$ cat src/design/lfct_pkg.sv
// ----------------------------------------------------------------------------
// lfct_pkg
// shared types, register codes, reset values and pattern decode for the
// line follow corner tracker
// ----------------------------------------------------------------------------
package lfct_pkg;

    localparam int ENTRY_DEBOUNCE_DEF = 1;
    localparam int EXIT_DEBOUNCE_DEF  = 3;

    localparam int CFG_IDX_W  = 4;
    localparam int CFG_DATA_W = 16;
    localparam int CNT_W      = 8;
    localparam logic [CNT_W-1:0] CNT_MAX = 8'd255;

    typedef enum logic [1:0] {
        CORNER_NONE  = 2'd0,
        CORNER_LEFT  = 2'd1,
        CORNER_RIGHT = 2'd2
    } t_corner;

    typedef enum logic [CFG_IDX_W-1:0] {
        REG_BASE_SPEED    = 4'd0,
        REG_LINE_SETPOINT = 4'd1,
        REG_LAPS_TO_STOP  = 4'd2,
        REG_STEER_GAIN    = 4'd3,
        REG_STEER_LIMIT   = 4'd4,
        REG_CORNER_SPEED  = 4'd5,
        REG_SLEW_STEP     = 4'd6,
        REG_HOLD_TICKS    = 4'd7
    } t_reg_idx;

    localparam logic signed [10:0] BASE_SPEED_RST    = 11'sd25;
    localparam logic signed [15:0] LINE_SETPOINT_RST = 16'sd0;
    localparam logic [7:0]         LAPS_TO_STOP_RST  = 8'd0;
    localparam logic [9:0]         STEER_GAIN_RST    = 10'd45;
    localparam logic [9:0]         STEER_LIMIT_RST   = 10'd500;
    localparam logic [9:0]         CORNER_SPEED_RST  = 10'd30;
    localparam logic [7:0]         SLEW_STEP_RST     = 8'd20;
    localparam logic [7:0]         HOLD_TICKS_RST    = 8'd8;

    // left checked first
    function automatic t_corner f_classify(input logic [7:0] s);
        t_corner res;
        if ((s[0] && s[1] && s[2] && s[3] && !s[5] && !s[6] && !s[7]) || (s[0] && s[1])) begin
            res = CORNER_LEFT;
        end else if ((s[4] && s[5] && s[6] && s[7] && !s[0] && !s[1] && !s[2])
                     || (s[6] && s[7])) begin
            res = CORNER_RIGHT;
        end else begin
            res = CORNER_NONE;
        end
        return res;
    endfunction

endpackage

$ cat src/design/line_follow_corner_tracker.sv
// ----------------------------------------------------------------------------
// line_follow_corner_tracker
// wheel target generation for a line follower with debounced corner turns
// ----------------------------------------------------------------------------
// usage
//   input channel: one beat per control tick (sensor bits, line weight),
//   valid/ready. output channel: one beat per input beat with both wheel
//   targets, turn value, corner state, stop flag and corner count.
//   config channel: register index and data, always ready; a write to a
//   known index stores the value and restarts the tracker. the user must
//   make writes only while no beat is in flight; not enforced by the block.
//   a beat accepted passes the input register, then the result register,
//   on its way to the output. throughput: one beat per cycle while the
//   receiver takes results; the steering multiply feeds the input register
//   and the corner state update plus slew limit feed the result register.
//   the input side keeps accepting while a result waits, if the input
//   register is empty or empties into the result register that same cycle.
//   reset: synchronous, registers return to their reset values, tracker
//   state cleared, both channels empty. when the receiver stalls, the
//   result holds and the input register fills, then o_in_ready drops.
// ----------------------------------------------------------------------------
module line_follow_corner_tracker #(
    parameter int ENTRY_DEBOUNCE = lfct_pkg::ENTRY_DEBOUNCE_DEF,
    parameter int EXIT_DEBOUNCE  = lfct_pkg::EXIT_DEBOUNCE_DEF
) (
    input  logic                            i_clk,
    input  logic                            i_rst_n,
    input  logic                            i_cfg_valid,
    output logic                            o_cfg_ready,
    input  logic [lfct_pkg::CFG_IDX_W-1:0]  i_cfg_index,
    input  logic [lfct_pkg::CFG_DATA_W-1:0] i_cfg_data,
    input  logic                            i_in_valid,
    output logic                            o_in_ready,
    input  logic [7:0]                      i_sensor_bits,
    input  logic signed [15:0]              i_line_weight,
    output logic                            o_out_valid,
    input  logic                            i_out_ready,
    output logic signed [11:0]              o_left_target,
    output logic signed [11:0]              o_right_target,
    output logic signed [10:0]              o_turn_value,
    output logic [1:0]                      o_corner_now,
    output logic                            o_stopped,
    output logic [15:0]                     o_corners_passed
);
    import lfct_pkg::*;

    // configuration
    logic signed [10:0] r_base_speed;
    logic signed [15:0] r_line_setpoint;
    logic [7:0]         r_laps_to_stop;
    logic [9:0]         r_steer_gain;
    logic [9:0]         r_steer_limit;
    logic [9:0]         r_corner_speed;
    logic [7:0]         r_slew_step;
    logic [7:0]         r_hold_ticks;

    // tracker state
    t_corner            r_mode, n_mode;
    t_corner            r_cand, n_cand;
    logic [CNT_W-1:0]   r_entry, n_entry;
    logic [CNT_W-1:0]   r_hold_left, n_hold_left;
    logic [CNT_W-1:0]   r_exit, n_exit;
    logic [15:0]        r_pass_count, n_pass_count;
    logic signed [11:0] r_prev_left, n_prev_left;
    logic signed [11:0] r_prev_right, n_prev_right;
    logic               r_halted, n_halted;

    // input register
    logic               r_in_valid;
    logic [7:0]         r_sensor_bits;
    logic signed [10:0] r_follow_turn;
    logic signed [10:0] n_follow_turn;

    // result register
    logic               r_out_valid;
    logic signed [11:0] r_left_target;
    logic signed [11:0] r_right_target;
    logic signed [10:0] r_turn_value;
    logic [1:0]         r_corner_now;
    logic               r_stopped;
    logic [15:0]        r_corners_passed;

    logic signed [10:0] n_turn_value;
    logic               n_stopped;

    logic cfg_we;
    logic in_accept;
    logic advance;

    logic signed [16:0] err;
    logic signed [27:0] prod;
    logic signed [27:0] prod_adj;
    logic signed [27:0] trunc;
    logic signed [27:0] lim;

    t_corner            det;
    logic               all_off;
    logic               halt_fire;
    logic signed [11:0] follow_left;
    logic signed [11:0] follow_right;

    function automatic logic signed [11:0] f_slew(
        input logic signed [11:0] target,
        input logic signed [11:0] last,
        input logic [7:0]         step
    );
        logic signed [12:0] diff;
        logic signed [12:0] st;
        logic signed [12:0] sum;
        diff = {target[11], target} - {last[11], last};
        st   = {5'b0, step};
        if (diff > st) begin
            diff = st;
        end else if (diff < -st) begin
            diff = -st;
        end
        sum = {last[11], last} + diff;
        if (step == 8'd0) begin
            sum = {target[11], target};
        end
        return sum[11:0];
    endfunction

    assign cfg_we      = i_cfg_valid && o_cfg_ready;
    assign o_cfg_ready = 1'b1;
    assign advance     = r_in_valid && (!r_out_valid || i_out_ready);
    assign o_in_ready  = !r_in_valid || advance;
    assign in_accept   = i_in_valid && o_in_ready;

    // proportional term, truncated toward zero and clamped
    always_comb begin
        err      = {r_line_setpoint[15], r_line_setpoint} - {i_line_weight[15], i_line_weight};
        prod     = err * $signed({1'b0, r_steer_gain});
        prod_adj = prod + (prod[27] ? 28'sd255 : 28'sd0);
        trunc    = prod_adj >>> 8;
        lim      = $signed({18'b0, r_steer_limit});
        if (trunc > lim) begin
            trunc = lim;
        end else if (trunc < -lim) begin
            trunc = -lim;
        end
        n_follow_turn = trunc[10:0];
    end

    // corner tracking and wheel targets
    always_comb begin
        det       = f_classify(r_sensor_bits);
        all_off   = (r_sensor_bits == 8'd0);
        halt_fire = !r_halted && (r_laps_to_stop != 8'd0)
                    && (r_pass_count >= {6'b0, r_laps_to_stop, 2'b00});

        n_mode       = r_mode;
        n_cand       = r_cand;
        n_entry      = r_entry;
        n_hold_left  = r_hold_left;
        n_exit       = r_exit;
        n_pass_count = r_pass_count;
        n_halted     = r_halted;
        n_stopped    = 1'b0;

        follow_left  = f_slew({r_base_speed[10], r_base_speed} + {r_follow_turn[10], r_follow_turn},
                              r_prev_left, r_slew_step);
        follow_right = f_slew({r_base_speed[10], r_base_speed} - {r_follow_turn[10], r_follow_turn},
                              r_prev_right, r_slew_step);

        if (r_halted || halt_fire) begin
            n_mode       = CORNER_NONE;
            n_cand       = CORNER_NONE;
            n_entry      = '0;
            n_hold_left  = '0;
            n_exit       = '0;
            n_pass_count = '0;
            n_halted     = 1'b1;
            n_stopped    = 1'b1;
        end else if (r_mode == CORNER_NONE) begin
            n_exit = '0;
            if (det != CORNER_NONE || (all_off && r_cand != CORNER_NONE)) begin
                if (det != CORNER_NONE && r_cand != det) begin
                    n_cand  = det;
                    n_entry = 8'd1;
                end else if (r_entry < CNT_MAX) begin
                    n_entry = r_entry + 8'd1;
                end
                if (n_entry >= 8'(ENTRY_DEBOUNCE)) begin
                    n_mode       = n_cand;
                    n_pass_count = r_pass_count + 16'd1;
                    n_cand       = CORNER_NONE;
                    n_entry      = '0;
                    n_hold_left  = r_hold_ticks;
                    n_exit       = '0;
                end
            end else begin
                n_cand  = CORNER_NONE;
                n_entry = '0;
            end
        end else begin
            n_cand  = CORNER_NONE;
            n_entry = '0;
            if (r_hold_left != '0) begin
                n_hold_left = r_hold_left - 8'd1;
                n_exit      = '0;
            end else if (det == r_mode || all_off) begin
                n_exit = '0;
            end else begin
                if (r_exit < CNT_MAX) begin
                    n_exit = r_exit + 8'd1;
                end
                if (n_exit >= 8'(EXIT_DEBOUNCE)) begin
                    n_mode = CORNER_NONE;
                    n_exit = '0;
                end
            end
        end

        if (n_halted) begin
            n_prev_left  = '0;
            n_prev_right = '0;
            n_turn_value = '0;
        end else if (n_mode == CORNER_LEFT) begin
            n_prev_left  = '0;
            n_prev_right = {2'b0, r_corner_speed};
            n_turn_value = {1'b0, r_corner_speed};
        end else if (n_mode == CORNER_RIGHT) begin
            n_prev_left  = {2'b0, r_corner_speed};
            n_prev_right = '0;
            n_turn_value = -$signed({1'b0, r_corner_speed});
        end else begin
            n_prev_left  = follow_left;
            n_prev_right = follow_right;
            n_turn_value = r_follow_turn;
        end
    end

    always_ff @(posedge i_clk) begin
        if (!i_rst_n) begin
            r_base_speed    <= BASE_SPEED_RST;
            r_line_setpoint <= LINE_SETPOINT_RST;
            r_laps_to_stop  <= LAPS_TO_STOP_RST;
            r_steer_gain    <= STEER_GAIN_RST;
            r_steer_limit   <= STEER_LIMIT_RST;
            r_corner_speed  <= CORNER_SPEED_RST;
            r_slew_step     <= SLEW_STEP_RST;
            r_hold_ticks    <= HOLD_TICKS_RST;
            r_mode          <= CORNER_NONE;
            r_cand          <= CORNER_NONE;
            r_entry         <= '0;
            r_hold_left     <= '0;
            r_exit          <= '0;
            r_pass_count    <= '0;
            r_prev_left     <= '0;
            r_prev_right    <= '0;
            r_halted        <= 1'b0;
            r_in_valid      <= 1'b0;
            r_out_valid     <= 1'b0;
        end else begin
            if (cfg_we && i_cfg_index <= REG_HOLD_TICKS) begin
                unique case (t_reg_idx'(i_cfg_index))
                    REG_BASE_SPEED:    r_base_speed    <= i_cfg_data[10:0];
                    REG_LINE_SETPOINT: r_line_setpoint <= i_cfg_data[15:0];
                    REG_LAPS_TO_STOP:  r_laps_to_stop  <= i_cfg_data[7:0];
                    REG_STEER_GAIN:    r_steer_gain    <= i_cfg_data[9:0];
                    REG_STEER_LIMIT:   r_steer_limit   <= i_cfg_data[9:0];
                    REG_CORNER_SPEED:  r_corner_speed  <= i_cfg_data[9:0];
                    REG_SLEW_STEP:     r_slew_step     <= i_cfg_data[7:0];
                    REG_HOLD_TICKS:    r_hold_ticks    <= i_cfg_data[7:0];
                    default: ;
                endcase
                r_mode       <= CORNER_NONE;
                r_cand       <= CORNER_NONE;
                r_entry      <= '0;
                r_hold_left  <= '0;
                r_exit       <= '0;
                r_pass_count <= '0;
                r_prev_left  <= '0;
                r_prev_right <= '0;
                r_halted     <= 1'b0;
            end else if (advance) begin
                r_mode       <= n_mode;
                r_cand       <= n_cand;
                r_entry      <= n_entry;
                r_hold_left  <= n_hold_left;
                r_exit       <= n_exit;
                r_pass_count <= n_pass_count;
                r_prev_left  <= n_prev_left;
                r_prev_right <= n_prev_right;
                r_halted     <= n_halted;
            end
            if (o_in_ready) begin
                r_in_valid <= i_in_valid;
            end
            if (advance) begin
                r_out_valid <= 1'b1;
            end else if (i_out_ready) begin
                r_out_valid <= 1'b0;
            end
        end
    end

    // payload registers
    always_ff @(posedge i_clk) begin
        if (in_accept) begin
            r_sensor_bits <= i_sensor_bits;
            r_follow_turn <= n_follow_turn;
        end
        if (advance) begin
            r_left_target    <= n_prev_left;
            r_right_target   <= n_prev_right;
            r_turn_value     <= n_turn_value;
            r_corner_now     <= n_mode;
            r_stopped        <= n_stopped;
            r_corners_passed <= n_pass_count;
        end
    end

    assign o_out_valid      = r_out_valid;
    assign o_left_target    = r_left_target;
    assign o_right_target   = r_right_target;
    assign o_turn_value     = r_turn_value;
    assign o_corner_now     = r_corner_now;
    assign o_stopped        = r_stopped;
    assign o_corners_passed = r_corners_passed;

`ifndef NO_ASSERTIONS
    a_hold_only_in_corner: assert property (@(posedge i_clk) disable iff (!i_rst_n)
        r_hold_left != '0 |-> r_mode != CORNER_NONE)
        else $error("hold counter running outside a corner");

    a_halt_sticky: assert property (@(posedge i_clk) disable iff (!i_rst_n)
        r_halted && !cfg_we |=> r_halted)
        else $error("halt released without a config write");

    a_entry_counts: assert property (@(posedge i_clk) disable iff (!i_rst_n)
        advance && !cfg_we && !r_halted && !halt_fire && r_mode == CORNER_NONE
        && n_mode != CORNER_NONE |=> r_pass_count == $past(r_pass_count) + 16'd1)
        else $error("corner entry not counted");

    a_stopped_zero: assert property (@(posedge i_clk) disable iff (!i_rst_n)
        r_out_valid && r_stopped |-> r_left_target == '0 && r_right_target == '0
        && r_corner_now == CORNER_NONE && r_corners_passed == '0)
        else $error("stopped beat carries nonzero payload");

    a_left_inner_zero: assert property (@(posedge i_clk) disable iff (!i_rst_n)
        r_out_valid && r_corner_now == CORNER_LEFT |-> r_left_target == '0
        && r_right_target == $signed({2'b0, r_corner_speed}))
        else $error("left corner targets wrong");
`endif

endmodule
$ cat config.mk
export PLATFORM = sky130hd
export DESIGN_NAME = line_follow_corner_tracker
export DESIGN_NICKNAME = d
export VERILOG_FILES = /design/src/design/lfct_pkg.sv /design/src/design/line_follow_corner_tracker.sv
export SDC_FILE = /design/constraint.sdc
export NUM_CORES = 1
export LEC_CHECK = 0
export ABC_AREA = 1
export BUFFER_PORTS_ARGS = -buffer_cell sky130_fd_sc_hd__clkbuf_2
export CAP_MARGIN = 0
export CORE_MARGIN = 4
export CORE_UTILIZATION = 45
export DETAILED_ROUTE_END_ITERATION = 8
export SYNTH_ARGS = -nofsm -noshare
export SYNTH_HDL_FRONTEND = slang
export SYNTH_SLANG_ARGS = --single-unit
$ cat constraint.sdc
create_clock -name i_clk -period 13.7 [get_ports i_clk]
set_clock_uncertainty 0.1 [all_clocks]
set_input_delay 2.055 -clock i_clk [delete_from_list [all_inputs] [get_ports i_clk]]
set_output_delay 2.055 -clock i_clk [all_outputs]
set_load 0.02 [all_outputs]
# --- Yosys cells after proc, flatten, opt, wreduce, memory -nomap -nowiden ---
# Cells that the tools add are included.
totals:
  elab_cells: 191
  ff_bits: 225
  input_bits: 49
classes:
  eq_ne: 13
  muxes: 63
  mul: 1
  addsub: 15
  bitwise: 1
  reduce_logical: 57
  n_lt_le_gt_ge: 12
ops:
  columns: ["cell", "n"]
  rows:
  - ["8-bit two-way mux", 25]
  - ["12-bit two-way mux", 12]
  - ["16-bit two-way mux", 4]
  - ["28-bit by 9-bit adder with 28-bit output", 1]
  - ["20-bit by 28-bit < comparator with 1-bit output", 1]
  - ["17-bit by 11-bit multiplier with 28-bit output", 1]
  - ["2-bit two-way mux", 14]
  - ["10-bit negation with 28-bit output", 1]
  - ["13-bit by 9-bit > comparator with 1-bit output", 2]
  - ["13-bit < comparator", 2]
  - ["12-bit by 12-bit subtractor with 13-bit output", 2]
  - ["12-bit adder", 2]
  - ["11-bit two-way mux", 2]
  - ["20-bit by 11-bit > comparator with 1-bit output", 1]
  - ["1-bit logical AND", 20]
  - ["10-bit two-way mux", 2]
  - ["16-bit by 16-bit subtractor with 17-bit output", 1]
  - ["16-bit by 1-bit adder with 16-bit output (second input constant)", 1]
  - ["8-bit by 1-bit adder with 8-bit output (second input constant)", 2]
  - ["4-bit by 3-bit equality test with 1-bit output (second input constant)", 4]
  - ["16-bit by 10-bit greater-or-equal comparator with 1-bit output", 1]
  - ["8-bit zero test", 2]
  - ["8-bit < comparator (second input constant)", 2]
  - ["2-bit AND reduction", 8]
  - ["other kinds (26)", 49]

# --- Longest topological paths before layout ---
depth:
  ltp_word: 25
  ltp_mapped: 70

# --- Worst setup path after synthesis ---
# Ideal clock, no wire load.
synth_path:
  path_kind: "input to register"
  startpoint: "input i_line_weight[0]"
  endpoint: "register r_follow_turn[1] (data pin)"
  required_time_ns: 13.347
  path_stages: 63
  path_buffers: 3
  arrival_ns: 11.421
  setup_slack_ns: 1.926
  cell_sequence: "ha_1 fa_1 o31ai_1 nand2_1 nand2_1 a21oi_1 or2_2 nand2_1 a21oi_1 or2_2 nand2_1 a21o_1 nand3_1 nand2_1 nand3_1 nand2_1 nand2_1 a22oi_2 (+27 left out) nand2_2 inv_1 nor2_1 xor2_1 inv_1 ha_1 inv_1 o31ai_1 a21oi_1 a21oi_1 nand3_1 nor2_1 nor2_1 nand3_2 buf_4 nand3_1 nand3_1 nand2_1"
synth_between:
  elab_chain_cells: 7
  elab_cells_between_ends: 8
  classes_between: "add/sub (2); mul (1); order compare (2); mux (3)"
synth_lines:
  columns: ["element", "line", "text"]
  rows:
  - ["start: declaration", "line_follow_corner_tracker.sv:35", "input logic signed [15:0] i_line_weight,"]
  - ["16-bit by 16-bit subtractor with 17-bit output *", "line_follow_corner_tracker.sv:132", "err = {r_line_setpoint[15], r_line_setpoint} - {i_line_weight[15], i_line_weight};"]
  - ["17-bit by 11-bit multiplier with 28-bit output *", "line_follow_corner_tracker.sv:133", "prod = err * $signed({1'b0, r_steer_gain});"]
  - ["8-bit two-way mux", "line_follow_corner_tracker.sv:134", "prod_adj = prod + (prod[27] ? 28'sd255 : 28'sd0);"]
  - ["28-bit by 9-bit adder with 28-bit output *", "line_follow_corner_tracker.sv:134", null]
  - ["20-bit by 28-bit < comparator with 1-bit output", "line_follow_corner_tracker.sv:139", "end else if (trunc < -lim) begin"]
  - ["11-bit two-way mux", "line_follow_corner_tracker.sv:139", null]
  - ["10-bit two-way mux *", "line_follow_corner_tracker.sv:137", "if (trunc > lim) begin"]
  - ["named net trunc[1]", "line_follow_corner_tracker.sv:93", "logic signed [27:0] trunc;"]
  - ["end signal: assignment", "line_follow_corner_tracker.sv:303", "r_follow_turn <= n_follow_turn;"]
  - ["end: declaration", "line_follow_corner_tracker.sv:71", "logic signed [10:0] r_follow_turn;"]
# Mark *: on every way through the listed nets, which the timed path passes. The rest lies on a longest branch.
# A chain may end at the register's enable or synchronous reset.

# --- Worst setup path in the final report ---
layout_path:
  startpoint: "input i_line_weight[0]"
  endpoint: "register r_follow_turn[10] (data pin)"
layout_between:
  elab_chain_cells: 6
  elab_cells_between_ends: 7
  classes_between: "add/sub (2); mul (1); order compare (2); mux (2)"
layout_lines:
  columns: ["element", "line"]
  rows:
  - ["16-bit by 16-bit subtractor with 17-bit output *", "line_follow_corner_tracker.sv:132"]
  - ["17-bit by 11-bit multiplier with 28-bit output *", "line_follow_corner_tracker.sv:133"]
  - ["8-bit two-way mux", "line_follow_corner_tracker.sv:134"]
  - ["28-bit by 9-bit adder with 28-bit output *", "line_follow_corner_tracker.sv:134"]
  - ["20-bit by 28-bit < comparator with 1-bit output", "line_follow_corner_tracker.sv:139"]
  - ["11-bit two-way mux", "line_follow_corner_tracker.sv:139"]
# Mark *: on every way between the ends. The rest lies on a longest branch, timed or not.

==> metrics.md <==
| Metric | Value |
|---|---|
| R2R setup slack | `2.53 ns` |
| R2r worst-path depth | `62` |
| Vias in the first global route | `20900` |
| Initial drt markers | `1568` |
| CP Capture Type | `flop` |
| RR Endpoint | `r_follow_turn[10]` |
| Cts repair resizes | `0` |
| RSZ-0062 raised after global routing | `no` |
| Clock Latency Late Sink | `0.54 ns` |
| Top cell by count, worst path | `nand2_1` |
| Row cnt | `83` |
| Initial core utilization | `0.456` |
| Worst r2r src | `r_line_setpoint[0]` |
| Non-Filler Instances | `4025` |
| Sequential share of the synthesized area | `0.222` |
| Min-delay src | `r_entry[5]` |
| Synth Register Bits | `225` |
| Initial antenna violation count | `0` |
| Slew Limit Fails | `0` |
| Wire per inst | `17.0 um` |
| Drt total wl | `68400 um` |
| Final Critical Period | `12.41 ns` |
| First-pass GRT wire length | `111000 um` |
| Net Count, Synth | `3703` |
| Hold Path Stages | `2` |
| Top cell type's share of synthesized area | `0.134` |
| Top cells by area, synth | `fa_1 (13%), dfxtp_1 (13%), ha_1 (13%), inv_1 (10%), nand2_1 (9.4%)` |
| Post-synth EDFFs | `73` |
| Final nets | `3772` |
| Buffers added on ports | `104` |
| Die Ht | `237 um` |
| Largest net degree at the start of global routing | `71` |
| Routed Antenna Nets | `0` |
| WP depth | `62` |
| Part of the cycle the worst path needs | `0.906` |
| Synthesized area | `23600 um^2` |
| CTS H-tree lvls | `1` |
| CP Max Fanout | `21` |
| Placed insts | `3982` |
| CP required | `13.90 ns` |
| CP max stage delay | `0.61 ns` |
| DR pass1 iterations | `5` |
| Total congestion overflow | `0` |
| Min-delay worst type | `reg2reg` |
| Hold Buf Count CTS | `0` |
| Fmax | `0.0806 GHz` |
| Netlist cell types | `60` |
| DIE WIDTH | `237 um` |
| Fin. Hold Viols | `0` |
| Post-Synthesis Cells | `3259` |
| Ys async rst share | `0` |
| Hold slack | `0.346 ns` |
| P&R area growth vs syn | `8.70%` |
| Worst slew pin tran | `1.00 ns` |
| CP Class | `in2reg` |
| Post-CTS Setup Repair Bufs | `0` |
| Core Area | `51600 um^2` |
| Synth area leader | `fa_1` |
| Final setup violation count | `0` |
| Final HPWL from detailed placement | `55500 um` |
| Fill cell count | `5107` |
| GP Congestion | `0.928` |
| Die Area | `56100 um^2` |
| Setup TNS | `0 ns` |
| Syn Area/Cell | `7.23 um^2` |
| # DRC | `0` |
| Routed vias/inst | `5.29` |
| I/O pin total | `106` |
| CTS tree | `done` |
| Clock Tree Buf Depth | `3` |
| Clock root buffer | `clkbuf_16` |
| Arrival @ worst endpoint | `12.61 ns` |
| Yosys Warn Count | `0` |
| CP max-delay cell | `fa_1` |
| Max cap viols | `0` |
| Fin util | `0.496` |
| ANT cells | `0` |
| Layout cells sized above 1 | `0.0697` |
| Delay-heaviest family, CP | `adder cells` |
| WHS Endpoint | `r_entry[5]` |
| Synth Flop Type | `dfxtp_1` |
| CTS Buf Count | `24` |
| Total GRT Usage | `0.241` |
| DR vias | `21300` |
| Status | `completed` |
| Slew HR | `0.331` |
| CTS clk-pin slew, worst paths | `0.06 ns` |
| Worst path bufs/invs | `10` |
| CTS sink cnt | `225` |
| Critical Path Source Type | `input port` |
[cell type report]
cell class                 count  area [um^2]  area share
clock buffer                  36          738      0.0288
sequential                   225         5240       0.204
tap                          680          851      0.0332
inverter                     667         2510      0.0979
clock inverter                 7          156     0.00611
timing repair buffer         117          618      0.0241
multi-input combinational   2293        15500       0.605
[stage by stage]
step                worst slack, ns  instance area, um^2
floorplan                      1.93                23600
global placement              0.926                24700
detailed placement            0.735                24700
CTS                            1.27                25600
global route                  0.207                25600
finish                         1.29                25600
[layer usage]
metal  vias up  share of wire  GRT usage
met3       127          0.046     0.0168
met4         0          0.036     0.0826
li1      10500              -          -
met5         -              0          0
met2       579           0.48      0.418
met1     10000           0.44      0.320
[flip-flops by register name, indices dropped and copies added (netlist names), 10 cells and up]
name	flops
o_corners_passed	16
o_left_target	12
o_right_target	12
o_turn_value	11
r_base_speed	11
r_corner_speed	10
r_follow_turn	11
r_line_setpoint	16
r_pass_count	16
r_prev_left	12
r_prev_right	12
r_steer_gain	10
r_steer_limit	10
[layout by cell type, fill, tap and decap left out, types with 15 or more instances in the layout]
master	netlist	final
inv_1	656	655
nand2_1	587	587
nor2_1	330	330
ha_1	237	237
a21oi_1	230	230
o21ai_0	192	192
fa_1	158	158
dfxtp_1	152	152
nand3_1	135	135
clkbuf_2	0	104
xor2_1	83	83
edfxtp_1	73	73
nor3_1	55	55
nand4_1	34	34
clkbuf_16	0	26
or2_2	23	23
xnor2_1	21	21
a211oi_1	20	20
o211ai_1	18	18
nand2_2	16	16
o21bai_1	15	15
[synth_stat cells, types with 5 or more instances]
library cell  count
nor2_2           14
nand3b_1          7
xnor2_1          21
nand2_2          16
nor2_1          330
a22oi_1           9
nand3_1         135
dfxtp_1         152
a211oi_1         20
or2_2            23
a21o_1            8
o21bai_1         15
o31ai_1          10
inv_1           656
xor2_1           83
clkbuf_1         60
fa_1            158
nand2_1         587
o211ai_1         18
ha_1            237
edfxtp_1         73
nor4_1           11
a21oi_1         230
o22ai_1          11
a221oi_1          5
nand4_1          34
o2111ai_1         7
buf_1             7
and2_1            7
nand3_2           6
o21ai_0         192
nor3_1           55
clkinv_1          8
[logic make-up after synthesis]
| kind of cell | Yosys count | share of synthesized area |
|---|---|---|
| AND/OR/NAND/NOR | 1234 | 0.223 |
| buffers and inverters | 741 | 0.120 |
| AO/OA/AOI/OAI | 554 | 0.133 |
| adder cells (fa/ha/maj) | 395 | 0.260 |
| flip-flops | 225 | 0.222 |
| XOR/XNOR | 108 | 0.0414 |
| other | 1 | 0.000159 |
| multiplexers | 1 | 0.000425 |
[worst reg2reg max path, delay by kind of cell, from the launching register on]
family / cells / cell delay [ns]
adders and majority gates: 10 / 4.39
xor gates and xnor gates: 1 / 0.23
AOI/OAI and AO/OA: 8 / 1.50
and+or+nand+nor: 33 / 3.71
DFF: 1 / 0.31
buffers and inverters: 10 / 0.67
[worst max-delay path by stage]
stage / startpoint / end
3_5_place_dp: i_line_weight[0] / r_follow_turn[10]
3_3_place_gp: i_line_weight[0] / r_follow_turn[10]
2_1_floorplan: i_line_weight[0] / r_follow_turn[1]
5_1_grt: i_line_weight[0] / r_follow_turn[10]
4_1_cts: i_line_weight[0] / r_follow_turn[10]
6_report: i_line_weight[0] / r_follow_turn[10]
Power is left out: the tool's default activity adds up to more than one toggle a clock period on the data nets, which glitch-free logic cannot reach.
